===== config.mk =====
export PLATFORM = sky130hd
export DESIGN_NAME = rpn_stack_calculator
export DESIGN_NICKNAME = d
export VERILOG_FILES = /design/src/rpn_pkg.sv /design/src/rpn_stack_calculator.sv /design/src/rpn_ram.sv /design/src/rpn_div.sv /design/src/rpn_datapath.sv /design/src/rpn_ctrl.sv
export SDC_FILE = /design/constraint.sdc
export NUM_CORES = 2
export LEC_CHECK = 0
export BUFFER_PORTS_ARGS = -buffer_cell sky130_fd_sc_hd__buf_2
export CORE_MARGIN = 3
export CORE_UTILIZATION = 50
export DETAILED_ROUTE_END_ITERATION = 12
export MAX_ROUTING_LAYER = met4
export PLACE_DENSITY = 0.68
export SYNTH_ARGS = -nofsm -noshare
export SYNTH_HDL_FRONTEND = slang
export SYNTH_SLANG_ARGS = --single-unit

===== constraint.sdc =====
create_clock -name clk -period 10.7 [get_ports clk]
set_input_delay 1.605 -clock clk [delete_from_list [all_inputs] [get_ports clk]]
set_output_delay 1.605 -clock clk [all_outputs]
set_load 0.05 [all_outputs]

===== src/rpn_pkg.sv =====
package rpn_pkg;

  localparam int unsigned DATA_W    = 32;
  localparam int unsigned DEPTH_W   = 5;
  localparam int unsigned STATUS_W  = 3;
  localparam int unsigned KIND_W    = 4;
  localparam int unsigned DIV_STEPS = 33;

  localparam logic [KIND_W-1:0] KIND_PUSH  = 4'd0;
  localparam logic [KIND_W-1:0] KIND_ADD   = 4'd1;
  localparam logic [KIND_W-1:0] KIND_SUB   = 4'd2;
  localparam logic [KIND_W-1:0] KIND_MUL   = 4'd3;
  localparam logic [KIND_W-1:0] KIND_DIV   = 4'd4;
  localparam logic [KIND_W-1:0] KIND_REM   = 4'd5;
  localparam logic [KIND_W-1:0] KIND_DUP   = 4'd6;
  localparam logic [KIND_W-1:0] KIND_SWAP  = 4'd7;
  localparam logic [KIND_W-1:0] KIND_CLEAR = 4'd8;
  localparam logic [KIND_W-1:0] KIND_PEEK  = 4'd9;

  localparam logic [STATUS_W-1:0] ST_OK       = 3'd0;
  localparam logic [STATUS_W-1:0] ST_FULL     = 3'd1;
  localparam logic [STATUS_W-1:0] ST_EMPTY    = 3'd2;
  localparam logic [STATUS_W-1:0] ST_ZERO_DIV = 3'd3;
  localparam logic [STATUS_W-1:0] ST_FEW      = 3'd4;

  localparam logic [DATA_W-1:0] VAL_MAX = 32'h7fff_ffff;
  localparam logic [DATA_W-1:0] VAL_MIN = 32'h8000_0000;

  typedef struct packed {
    logic [KIND_W-1:0]        kind;
    logic signed [DATA_W-1:0] operand;
  } in_item_t;

  typedef struct packed {
    logic signed [DATA_W-1:0] top_value;
    logic [DEPTH_W-1:0]       depth;
    logic [STATUS_W-1:0]      status;
  } out_item_t;

  typedef enum logic [2:0] {
    OP_ADD,
    OP_SUB,
    OP_MUL,
    OP_DIV,
    OP_REM
  } op_t;

  typedef enum logic [2:0] {
    CM_NONE,
    CM_PUSH,
    CM_DUP,
    CM_BIN,
    CM_POP,
    CM_CLEAR,
    CM_SWAP1,
    CM_SWAP2
  } commit_t;

  typedef struct packed {
    logic    load_in;
    logic    read;
    logic    load_a;
    logic    mul;
    logic    div_start;
    op_t     op;
    commit_t commit;
  } cmd_t;

  typedef struct packed {
    logic                     empty;
    logic                     has_two;
    logic                     full;
    logic                     b_zero;
    logic                     b_int_zero;
    logic                     div_busy;
    logic signed [DATA_W-1:0] top_value;
    logic [DEPTH_W-1:0]       depth;
  } stat_t;

  function automatic logic [DATA_W-1:0] abs32(input logic [DATA_W-1:0] x);
    return x[DATA_W-1] ? (~x + 32'd1) : x;
  endfunction

  // Applies a sign to a magnitude and clamps it to the 32-bit range.
  function automatic logic [DATA_W-1:0] sat_mag(input logic neg, input logic [63:0] mag);
    logic [63:0] n;
    n = 64'd0 - mag;
    if (neg) begin
      return (mag > 64'h8000_0000) ? VAL_MIN : n[DATA_W-1:0];
    end else begin
      return (mag > 64'h7fff_ffff) ? VAL_MAX : mag[DATA_W-1:0];
    end
  endfunction

  function automatic logic [DATA_W-1:0] sat_sum(input logic [DATA_W:0] s);
    if (s[DATA_W] != s[DATA_W-1]) begin
      return s[DATA_W] ? VAL_MIN : VAL_MAX;
    end
    return s[DATA_W-1:0];
  endfunction

endpackage


===== src/rpn_stack_calculator.sv =====
// Reverse Polish calculator stack engine on signed fixed-point words (FRACTION_BITS
// fraction bits). Each accepted command yields exactly one result with the new top of
// stack, the depth and a status. The block works on one command at a time; divide and
// remainder use a shift-subtract divider that retires one quotient bit per cycle over
// 33 steps. The stack lives in a single-port-write RAM with a registered read, with the
// top value cached in a register. The result register lets the next command enter
// while a result is still stalled.
module rpn_stack_calculator #(
  parameter int unsigned STACK_DEPTH   = 16,
  parameter int unsigned FRACTION_BITS = 16
) (
  input  logic               clk,
  input  logic               rst_n,
  input  logic               in_valid,
  output logic               in_stall,
  input  rpn_pkg::in_item_t  in_data,
  output logic               out_valid,
  input  logic               out_stall,
  output rpn_pkg::out_item_t out_data
);

  rpn_pkg::cmd_t  cmd;
  rpn_pkg::stat_t st;

  rpn_ctrl u_ctrl (
    .clk       (clk),
    .rst_n     (rst_n),
    .in_valid  (in_valid),
    .in_stall  (in_stall),
    .in_kind   (in_data.kind),
    .out_valid (out_valid),
    .out_stall (out_stall),
    .out_data  (out_data),
    .cmd       (cmd),
    .st        (st)
  );

  rpn_datapath #(
    .STACK_DEPTH   (STACK_DEPTH),
    .FRACTION_BITS (FRACTION_BITS)
  ) u_dp (
    .clk     (clk),
    .rst_n   (rst_n),
    .in_data (in_data),
    .cmd     (cmd),
    .st      (st)
  );

endmodule


===== src/rpn_ram.sv =====
module rpn_ram #(
  parameter int unsigned WIDTH = 32,
  parameter int unsigned DEPTH = 16
) (
  input  logic                     clk,
  input  logic                     wr_en,
  input  logic [$clog2(DEPTH)-1:0] wr_addr,
  input  logic [WIDTH-1:0]         wr_data,
  input  logic                     rd_en,
  input  logic [$clog2(DEPTH)-1:0] rd_addr,
  output logic [WIDTH-1:0]         rd_data
);

  logic [WIDTH-1:0] mem [DEPTH];

  always_ff @(posedge clk) begin
    if (wr_en) begin
      mem[wr_addr] <= wr_data;
    end
    if (rd_en) begin
      rd_data <= mem[rd_addr];
    end
  end

endmodule


===== src/rpn_div.sv =====
module rpn_div (
  input  logic        clk,
  input  logic        rst_n,
  input  logic        start,
  input  logic [63:0] dividend,
  input  logic [31:0] divisor,
  output logic        busy,
  output logic [32:0] quot,
  output logic [31:0] rem
);

  localparam int unsigned CNT_W = $clog2(rpn_pkg::DIV_STEPS + 1);

  logic [31:0]      rem_r;
  logic [32:0]      quo_r;
  logic [CNT_W-1:0] cnt_r;
  logic             busy_r;
  logic [32:0]      trial;
  logic [32:0]      diff;
  logic             fits;

  // The upper dividend bits start as the partial remainder; one quotient bit per cycle.
  assign trial = {rem_r, quo_r[32]};
  assign diff  = trial - {1'b0, divisor};
  assign fits  = trial >= {1'b0, divisor};

  always_ff @(posedge clk) begin
    if (!rst_n) begin
      busy_r <= 1'b0;
      cnt_r  <= '0;
    end else if (start) begin
      busy_r <= 1'b1;
      cnt_r  <= CNT_W'(rpn_pkg::DIV_STEPS);
      rem_r  <= {1'b0, dividend[63:33]};
      quo_r  <= dividend[32:0];
    end else if (busy_r) begin
      rem_r <= fits ? diff[31:0] : trial[31:0];
      quo_r <= {quo_r[31:0], fits};
      cnt_r <= cnt_r - CNT_W'(1);
      if (cnt_r == CNT_W'(1)) begin
        busy_r <= 1'b0;
      end
    end
  end

  assign busy = busy_r;
  assign quot = quo_r;
  assign rem  = rem_r;

endmodule


===== src/rpn_datapath.sv =====
module rpn_datapath #(
  parameter int unsigned STACK_DEPTH   = 16,
  parameter int unsigned FRACTION_BITS = 16
) (
  input  logic              clk,
  input  logic              rst_n,
  input  rpn_pkg::in_item_t in_data,
  input  rpn_pkg::cmd_t     cmd,
  output rpn_pkg::stat_t    st
);

  localparam int unsigned AW = $clog2(STACK_DEPTH);
  localparam int unsigned CW = $clog2(STACK_DEPTH + 1);

  logic [CW-1:0] count_r;
  logic [CW-1:0] count_nxt;
  logic [31:0]   top_r;
  logic [31:0]   top_nxt;
  logic [31:0]   opnd_r;
  logic [31:0]   a_r;
  logic [63:0]   prod_r;
  logic          ovf_r;

  logic          empty;
  logic          has_two;
  logic [31:0]   b_val;
  logic [31:0]   a_mag;
  logic [31:0]   b_mag;
  logic [31:0]   a_int;
  logic [31:0]   b_int;
  logic          neg;
  logic [CW-1:0] bin_idx;
  logic [63:0]   dvd;
  logic [31:0]   dvs;
  logic          div_busy;
  logic [32:0]   quot;
  logic [31:0]   rem;
  logic [31:0]   rem_signed;
  logic [32:0]   sum;
  logic [32:0]   dif;
  logic [31:0]   res;
  logic [31:0]   rd_data;
  logic          wr_en;
  logic [AW-1:0] wr_addr;
  logic [31:0]   wr_data;

  assign empty   = (count_r == '0);
  assign has_two = (count_r >= CW'(2));
  assign b_val   = empty ? 32'd0 : top_r;
  assign a_mag   = rpn_pkg::abs32(a_r);
  assign b_mag   = rpn_pkg::abs32(b_val);
  assign a_int   = a_mag >> FRACTION_BITS;
  assign b_int   = b_mag >> FRACTION_BITS;
  assign neg     = a_r[31] ^ b_val[31];
  assign bin_idx = has_two ? (count_r - CW'(2)) : '0;

  always_comb begin
    if (cmd.op == rpn_pkg::OP_DIV) begin
      dvd = {32'd0, a_mag} << FRACTION_BITS;
      dvs = b_mag;
    end else begin
      dvd = {32'd0, a_int};
      dvs = b_int;
    end
  end

  rpn_div u_div (
    .clk      (clk),
    .rst_n    (rst_n),
    .start    (cmd.div_start),
    .dividend (dvd),
    .divisor  (dvs),
    .busy     (div_busy),
    .quot     (quot),
    .rem      (rem)
  );

  assign sum        = {a_r[31], a_r} + {b_val[31], b_val};
  assign dif        = {a_r[31], a_r} - {b_val[31], b_val};
  assign rem_signed = a_r[31] ? (32'd0 - rem) : rem;

  always_comb begin
    case (cmd.op)
      rpn_pkg::OP_ADD: res = rpn_pkg::sat_sum(sum);
      rpn_pkg::OP_SUB: res = rpn_pkg::sat_sum(dif);
      rpn_pkg::OP_MUL: res = rpn_pkg::sat_mag(neg, prod_r >> FRACTION_BITS);
      rpn_pkg::OP_DIV: begin
        if (ovf_r) begin
          res = neg ? rpn_pkg::VAL_MIN : rpn_pkg::VAL_MAX;
        end else begin
          res = rpn_pkg::sat_mag(neg, {31'd0, quot});
        end
      end
      rpn_pkg::OP_REM: res = rem_signed << FRACTION_BITS;
      default:         res = 32'd0;
    endcase
  end

  always_comb begin
    count_nxt = count_r;
    top_nxt   = top_r;
    wr_en     = 1'b0;
    wr_addr   = AW'(count_r);
    wr_data   = top_r;
    unique case (cmd.commit)
      rpn_pkg::CM_PUSH: begin
        wr_en     = 1'b1;
        wr_data   = opnd_r;
        top_nxt   = opnd_r;
        count_nxt = count_r + CW'(1);
      end
      rpn_pkg::CM_DUP: begin
        wr_en     = 1'b1;
        count_nxt = count_r + CW'(1);
      end
      rpn_pkg::CM_BIN: begin
        wr_en     = 1'b1;
        wr_addr   = AW'(bin_idx);
        wr_data   = res;
        top_nxt   = res;
        count_nxt = bin_idx + CW'(1);
      end
      rpn_pkg::CM_POP: begin
        top_nxt   = a_r;
        count_nxt = count_r - CW'(1);
      end
      rpn_pkg::CM_CLEAR: count_nxt = '0;
      rpn_pkg::CM_SWAP1: begin
        wr_en   = 1'b1;
        wr_addr = AW'(count_r - CW'(2));
      end
      rpn_pkg::CM_SWAP2: begin
        wr_en   = 1'b1;
        wr_addr = AW'(count_r - CW'(1));
        wr_data = a_r;
        top_nxt = a_r;
      end
      default: ;
    endcase
  end

  rpn_ram #(
    .WIDTH (32),
    .DEPTH (STACK_DEPTH)
  ) u_ram (
    .clk     (clk),
    .wr_en   (wr_en),
    .wr_addr (wr_addr),
    .wr_data (wr_data),
    .rd_en   (cmd.read),
    .rd_addr (AW'(count_r - CW'(2))),
    .rd_data (rd_data)
  );

  always_ff @(posedge clk) begin
    if (!rst_n) begin
      count_r <= '0;
    end else begin
      count_r <= count_nxt;
    end
  end

  always_ff @(posedge clk) begin
    top_r <= top_nxt;
    if (cmd.load_in) begin
      opnd_r <= in_data.operand;
    end
    // The second value is taken from the RAM only when it exists; otherwise the pop reads zero.
    if (cmd.load_a) begin
      a_r <= has_two ? rd_data : 32'd0;
    end
    if (cmd.mul) begin
      prod_r <= a_mag * b_mag;
    end
    if (cmd.div_start) begin
      ovf_r <= ({1'b0, dvd[63:33]} >= dvs);
    end
  end

  assign st.empty      = empty;
  assign st.has_two    = has_two;
  assign st.full       = (count_r == CW'(STACK_DEPTH));
  assign st.b_zero     = (b_val == 32'd0);
  assign st.b_int_zero = (b_int == 32'd0);
  assign st.div_busy   = div_busy;
  assign st.top_value  = b_val;
  assign st.depth      = rpn_pkg::DEPTH_W'(count_r);

endmodule


===== src/rpn_ctrl.sv =====
module rpn_ctrl (
  input  logic                            clk,
  input  logic                            rst_n,
  input  logic                            in_valid,
  output logic                            in_stall,
  input  logic [rpn_pkg::KIND_W-1:0]      in_kind,
  output logic                            out_valid,
  input  logic                            out_stall,
  output rpn_pkg::out_item_t              out_data,
  output rpn_pkg::cmd_t                   cmd,
  input  rpn_pkg::stat_t                  st
);

  typedef enum logic [3:0] {
    S_IDLE,
    S_DISPATCH,
    S_LOADA,
    S_MULT,
    S_DIVGO,
    S_DIVWAIT,
    S_COMMIT,
    S_SWAP1,
    S_SWAP2,
    S_FINISH
  } state_t;

  state_t                          state_r, state_nxt;
  logic [rpn_pkg::KIND_W-1:0]      kind_r, kind_nxt;
  logic [rpn_pkg::STATUS_W-1:0]    status_r, status_nxt;
  logic                            zdiv_r, zdiv_nxt;
  logic                            out_valid_r, out_valid_nxt;
  rpn_pkg::out_item_t              out_data_r, out_data_nxt;
  rpn_pkg::op_t                    op;
  logic                            div_zero;

  always_comb begin
    unique case (kind_r) inside
      rpn_pkg::KIND_SUB: op = rpn_pkg::OP_SUB;
      rpn_pkg::KIND_MUL: op = rpn_pkg::OP_MUL;
      rpn_pkg::KIND_DIV: op = rpn_pkg::OP_DIV;
      rpn_pkg::KIND_REM: op = rpn_pkg::OP_REM;
      default:           op = rpn_pkg::OP_ADD;
    endcase
  end

  assign div_zero = (kind_r == rpn_pkg::KIND_DIV) ? st.b_zero : st.b_int_zero;

  always_comb begin
    state_nxt     = state_r;
    kind_nxt      = kind_r;
    status_nxt    = status_r;
    zdiv_nxt      = zdiv_r;
    out_valid_nxt = out_valid_r;
    out_data_nxt  = out_data_r;
    cmd           = '0;
    cmd.op        = op;
    cmd.commit    = rpn_pkg::CM_NONE;

    if (out_valid_r && !out_stall) begin
      out_valid_nxt = 1'b0;
    end

    unique case (state_r)
      S_IDLE: begin
        if (in_valid) begin
          kind_nxt    = in_kind;
          cmd.load_in = 1'b1;
          status_nxt  = rpn_pkg::ST_OK;
          zdiv_nxt    = 1'b0;
          state_nxt   = S_DISPATCH;
        end
      end
      S_DISPATCH: begin
        state_nxt = S_FINISH;
        unique case (kind_r) inside
          rpn_pkg::KIND_PUSH: begin
            if (st.full) begin
              status_nxt = rpn_pkg::ST_FULL;
            end else begin
              cmd.commit = rpn_pkg::CM_PUSH;
            end
          end
          rpn_pkg::KIND_ADD, rpn_pkg::KIND_SUB, rpn_pkg::KIND_MUL: begin
            cmd.read  = 1'b1;
            state_nxt = S_LOADA;
            if (!st.has_two) begin
              status_nxt = rpn_pkg::ST_EMPTY;
            end
          end
          rpn_pkg::KIND_DIV, rpn_pkg::KIND_REM: begin
            if (st.empty) begin
              status_nxt = rpn_pkg::ST_EMPTY;
            end else begin
              // A zero divisor is still popped, so the value below it is fetched as new top.
              cmd.read  = 1'b1;
              state_nxt = S_LOADA;
              if (div_zero) begin
                status_nxt = rpn_pkg::ST_ZERO_DIV;
                zdiv_nxt   = 1'b1;
              end else if (!st.has_two) begin
                status_nxt = rpn_pkg::ST_EMPTY;
              end
            end
          end
          rpn_pkg::KIND_DUP: begin
            if (st.empty) begin
              status_nxt = rpn_pkg::ST_EMPTY;
            end else if (st.full) begin
              status_nxt = rpn_pkg::ST_FULL;
            end else begin
              cmd.commit = rpn_pkg::CM_DUP;
            end
          end
          rpn_pkg::KIND_SWAP: begin
            if (!st.has_two) begin
              status_nxt = rpn_pkg::ST_FEW;
            end else begin
              cmd.read  = 1'b1;
              state_nxt = S_LOADA;
            end
          end
          rpn_pkg::KIND_CLEAR: cmd.commit = rpn_pkg::CM_CLEAR;
          rpn_pkg::KIND_PEEK: begin
            if (st.empty) begin
              status_nxt = rpn_pkg::ST_EMPTY;
            end
          end
          default: ;
        endcase
      end
      S_LOADA: begin
        cmd.load_a = 1'b1;
        unique case (kind_r) inside
          rpn_pkg::KIND_MUL:                    state_nxt = S_MULT;
          rpn_pkg::KIND_DIV, rpn_pkg::KIND_REM: state_nxt = zdiv_r ? S_COMMIT : S_DIVGO;
          rpn_pkg::KIND_SWAP:                   state_nxt = S_SWAP1;
          default:                              state_nxt = S_COMMIT;
        endcase
      end
      S_MULT: begin
        cmd.mul   = 1'b1;
        state_nxt = S_COMMIT;
      end
      S_DIVGO: begin
        cmd.div_start = 1'b1;
        state_nxt     = S_DIVWAIT;
      end
      S_DIVWAIT: begin
        if (!st.div_busy) begin
          state_nxt = S_COMMIT;
        end
      end
      S_COMMIT: begin
        cmd.commit = zdiv_r ? rpn_pkg::CM_POP : rpn_pkg::CM_BIN;
        state_nxt  = S_FINISH;
      end
      S_SWAP1: begin
        cmd.commit = rpn_pkg::CM_SWAP1;
        state_nxt  = S_SWAP2;
      end
      S_SWAP2: begin
        cmd.commit = rpn_pkg::CM_SWAP2;
        state_nxt  = S_FINISH;
      end
      S_FINISH: begin
        if (!out_valid_r || !out_stall) begin
          out_valid_nxt          = 1'b1;
          out_data_nxt.top_value = st.top_value;
          out_data_nxt.depth     = st.depth;
          out_data_nxt.status    = status_r;
          state_nxt              = S_IDLE;
        end
      end
      default: state_nxt = S_IDLE;
    endcase
  end

  always_ff @(posedge clk) begin
    if (!rst_n) begin
      state_r     <= S_IDLE;
      out_valid_r <= 1'b0;
    end else begin
      state_r     <= state_nxt;
      out_valid_r <= out_valid_nxt;
      kind_r      <= kind_nxt;
      status_r    <= status_nxt;
      zdiv_r      <= zdiv_nxt;
      out_data_r  <= out_data_nxt;
    end
  end

  assign in_stall  = (state_r != S_IDLE);
  assign out_valid = out_valid_r;
  assign out_data  = out_data_r;

endmodule


==> out/results.tsv <==
stage	metric	value	unit
final_layout	fin_util	56.6	%
worst_setup_path	cp.arrival	10.79	ns
routing	routed_wl	268000	um
timing	slew_headroom	8.61	%
global_routing	grt_pass1_vias	58000	
timing	period_share	96.5	%
routing	drc	0	
worst_setup_path	crit_family	adder cells	
global_routing	grt_overflow_total	0	
global_routing	grt_pass1_wl	393000	um
die	die_width	392	um
die	num_rows	140	
run_status	status	finished, final reports clean	
global_routing	grt_use_total	36.5	%
final_layout	area_growth	11.7	%
routing	ant_nets	0	
place	gp_congestion	1.04	
cts	insertion_delay	0.73	ns
synthesis	syn_inst	7080	
worst_setup_path	cp_common_cell	fa_1	
worst_hold_path	hold_path_end	u_ctrl.out_data[2]	
die	coreArea	147000	um2
die	start_util	50.7	%
worst_hold_path	min_from	u_ctrl.status_r[2]	
worst_setup_path	crit_buf_inv	10	
die	die_area	153000	um2
timing	slew_violations	0	
routing	drt_iter0_drc	6043	
flow_run	drv_cap	0	
worst_setup_path	worst-r2r-setup-slack	0.37	ns
worst_setup_path	r2r-end	u_dp.prod_r[62]	
place	dp_slack	-0.0845	ns
final_layout	final_common_cell	inv_1	
routing	routedWlPerCell	28.8	um
worst_setup_path	path_max_fanout	6	
synthesis	synth_nets	8404	
routing	viasPerCell	6.09	
final_layout	layout_common_cells	inv_1 (1,038), fa_1 (894), nand2_1 (832)	
worst_setup_path	start_kind	flop	
timing	fin_skew	0.0679	ns
cts	numCtsBuffers	86	
routing	via_count	56500	
place	io_buffers	81	
worst_setup_path	reg2reg_from	u_dp.count_r[0]	
timing	fin_ws	0.375	ns
timing	max_clock_freq	0.0969	GHz
synthesis	ys_async_sr_fraction	0	%
worst_setup_path	slowest_stage	nor2_1	
synthesis	synth-edff-count	802	
die	io_pins	82	
worst_setup_path	endpoint_kind	flop	
synthesis	ys_warn_count	0	
place	dp_cells	9115	
worst_setup_path	cpPeakStageDelay	0.62	ns
timing	hold_viol	0	
timing	whs	0.516	ns
timing	fin_crit	10.33	ns
synthesis	synth_cell_types	90	
cts	clk_path_buf_depth	3	
cts	cts_hold_buf	0	
worst_hold_path	hold_path.class	flop to flop	
synthesis	syn_avg_cell_area	10.5	um2
synthesis	synth_ff_type	edfxtp_1	
die	die_y	392	um
worst_setup_path	worstPathRequired	11.17	ns
cts	h-tree-depth	3	
worst_setup_path	path_class	flop to flop	
cts	clk_pin_slew	0.06	ns
synthesis	synth_area	74300	um2
final_layout	drive_above_1_share	13.5	%
cts	root_buffer	clkbuf_16	
place	dpl.hpwl	202000	um
cts	tritoncts	yes	
worst_hold_path	whs_path_depth	0	
global_routing	grt_max_degree	136	
timing	worst_pin_slew	1.37	ns
synthesis	synth_seq_area_share	32.9	%
timing	finalSetupViolations	0	
global_routing	antenna_found_initial	5	
final_layout	layoutNonFillerInstCount	9282	
final_layout	nets	8611	
synthesis	synth.ff_latch_count	819	
cts	clkSinkCount	819	
routing	firstDrtPassIters	6	
worst_setup_path	ff2ff_path_depth	39	
synth_stat cells (all sizes together), types with 12 or more instances:
cell	n	area, um2
a221o	17	170
o221ai	12	105
o22ai	40	250
nor2b	30	188
and2	63	394
or3	41	257
or4	16	135
nand3	49	245
o31a	13	114
o41ai	17	149
nor4	46	337
o211ai	18	140
mux2i	19	190
a31oi	36	231
a211oi	18	140
nor3	75	375
clkbuf	352	1320
a21oi	283	1420
or2	35	219
nor2	810	3040
o21a	23	173
edfxtp	802	24100
nand2b	38	238
o21bai	34	259
fa	898	18000
xor2	102	893
o21ai	215	1080
xnor2	152	1330
nand4	32	200
a21o	62	465
ha	386	4830
dfxtp	17	340
and3	18	113
buf	39	179
nand2	834	3130
o31ai	45	352
a22oi	24	180
inv	1038	3900
mux4	160	3600
a221oi	40	350
how the worst max path moves through the flow:
stage | from | to | slack, ns | depth (start not counted)
2_1_floorplan | u_dp.count_r[0] | u_dp.prod_r[63] | 0.39 | 39
3_5_place_dp | u_dp.count_r[0] | u_dp.prod_r[63] | -0.08 | 40
4_1_cts | u_dp.a_r[8] | u_dp.prod_r[63] | 0.008 | 35
6_report | u_dp.count_r[0] | u_dp.prod_r[62] | 0.37 | 39
3_3_place_gp | u_dp.count_r[0] | u_dp.prod_r[63] | -0.05 | 40
5_1_grt | u_dp.a_r[7] | u_dp.prod_r[49] | -0.05 | 37
cell type report:
cell class              count  area (um2)
diodes                      7        17.5
clock buffers              99        2200
clock inverters            60         898
fillers                 12400       63600
inverters                1041        3910
multi-input cells        4829       45200
flip-flops and latches    819       24400
well taps                1917        2400
repair buffers            510        3920
kinds of logic (layout without fill, tap and decap cells):
logic type                 after synthesis  in the layout  share of synthesized area (%)
other                                    0              7                              0
DFF                                    819            819                           32.9
adders and majority gates             1284           1284                           30.7
muxes                                  188            188                           5.25
buffers and inverters                 1432           1710                           7.28
and+or+nand+nor                       2120           2120                           12.3
xor gates and xnor gates               254            254                           2.99
AOI/OAI and AO/OA                      983            983                           8.59
flip-flops by register name, indices dropped and copies added (netlist names):
register,count
u_dp.u_div.rem,32
u_dp.count_r,5
u_ctrl.out_data,40
u_ctrl.status_r,3
u_dp.top_r,32
u_dp.u_div.quot,33
u_dp.ovf_r,1
u_ctrl.out_valid,1
u_dp.u_div.busy,1
u_ctrl.zdiv_r,1
u_dp.a_r,32
u_dp.prod_r,48
u_ctrl.state_r,4
u_dp.u_div.cnt_r,6
u_dp.u_ram.mem,512
u_ctrl.kind_r,4
u_dp.u_ram.rd_data,32
u_dp.opnd_r,32
metal layers:
layer | part of all wire [%] | GRT usage, %
met5 | 0 | -
met4 | 6.6 | 19.1
met3 | 9.1 | 6.24
met2 | 46 | 56.0
met1 | 39 | 46.8
through the flow:
step	setup TNS, ns	area [um2]
floorplan	0	74300
global placement	-0.0513	79700
detailed placement	-0.247	79700
CTS	0	82800
global route	-0.0618	83000
finish	0	83000
repair_timing:
action                     4_1_cts  5_1_grt
setup endpoints to repair        6       19
buffers inserted                 0        1
resized for setup                6       28
pin swaps                        0        7
gates cloned                     0        0
hold endpoints to repair         0        0
Power is left out: the tool's default activity adds up to more than one toggle a clock period on the data nets, which glitch-free logic cannot reach.
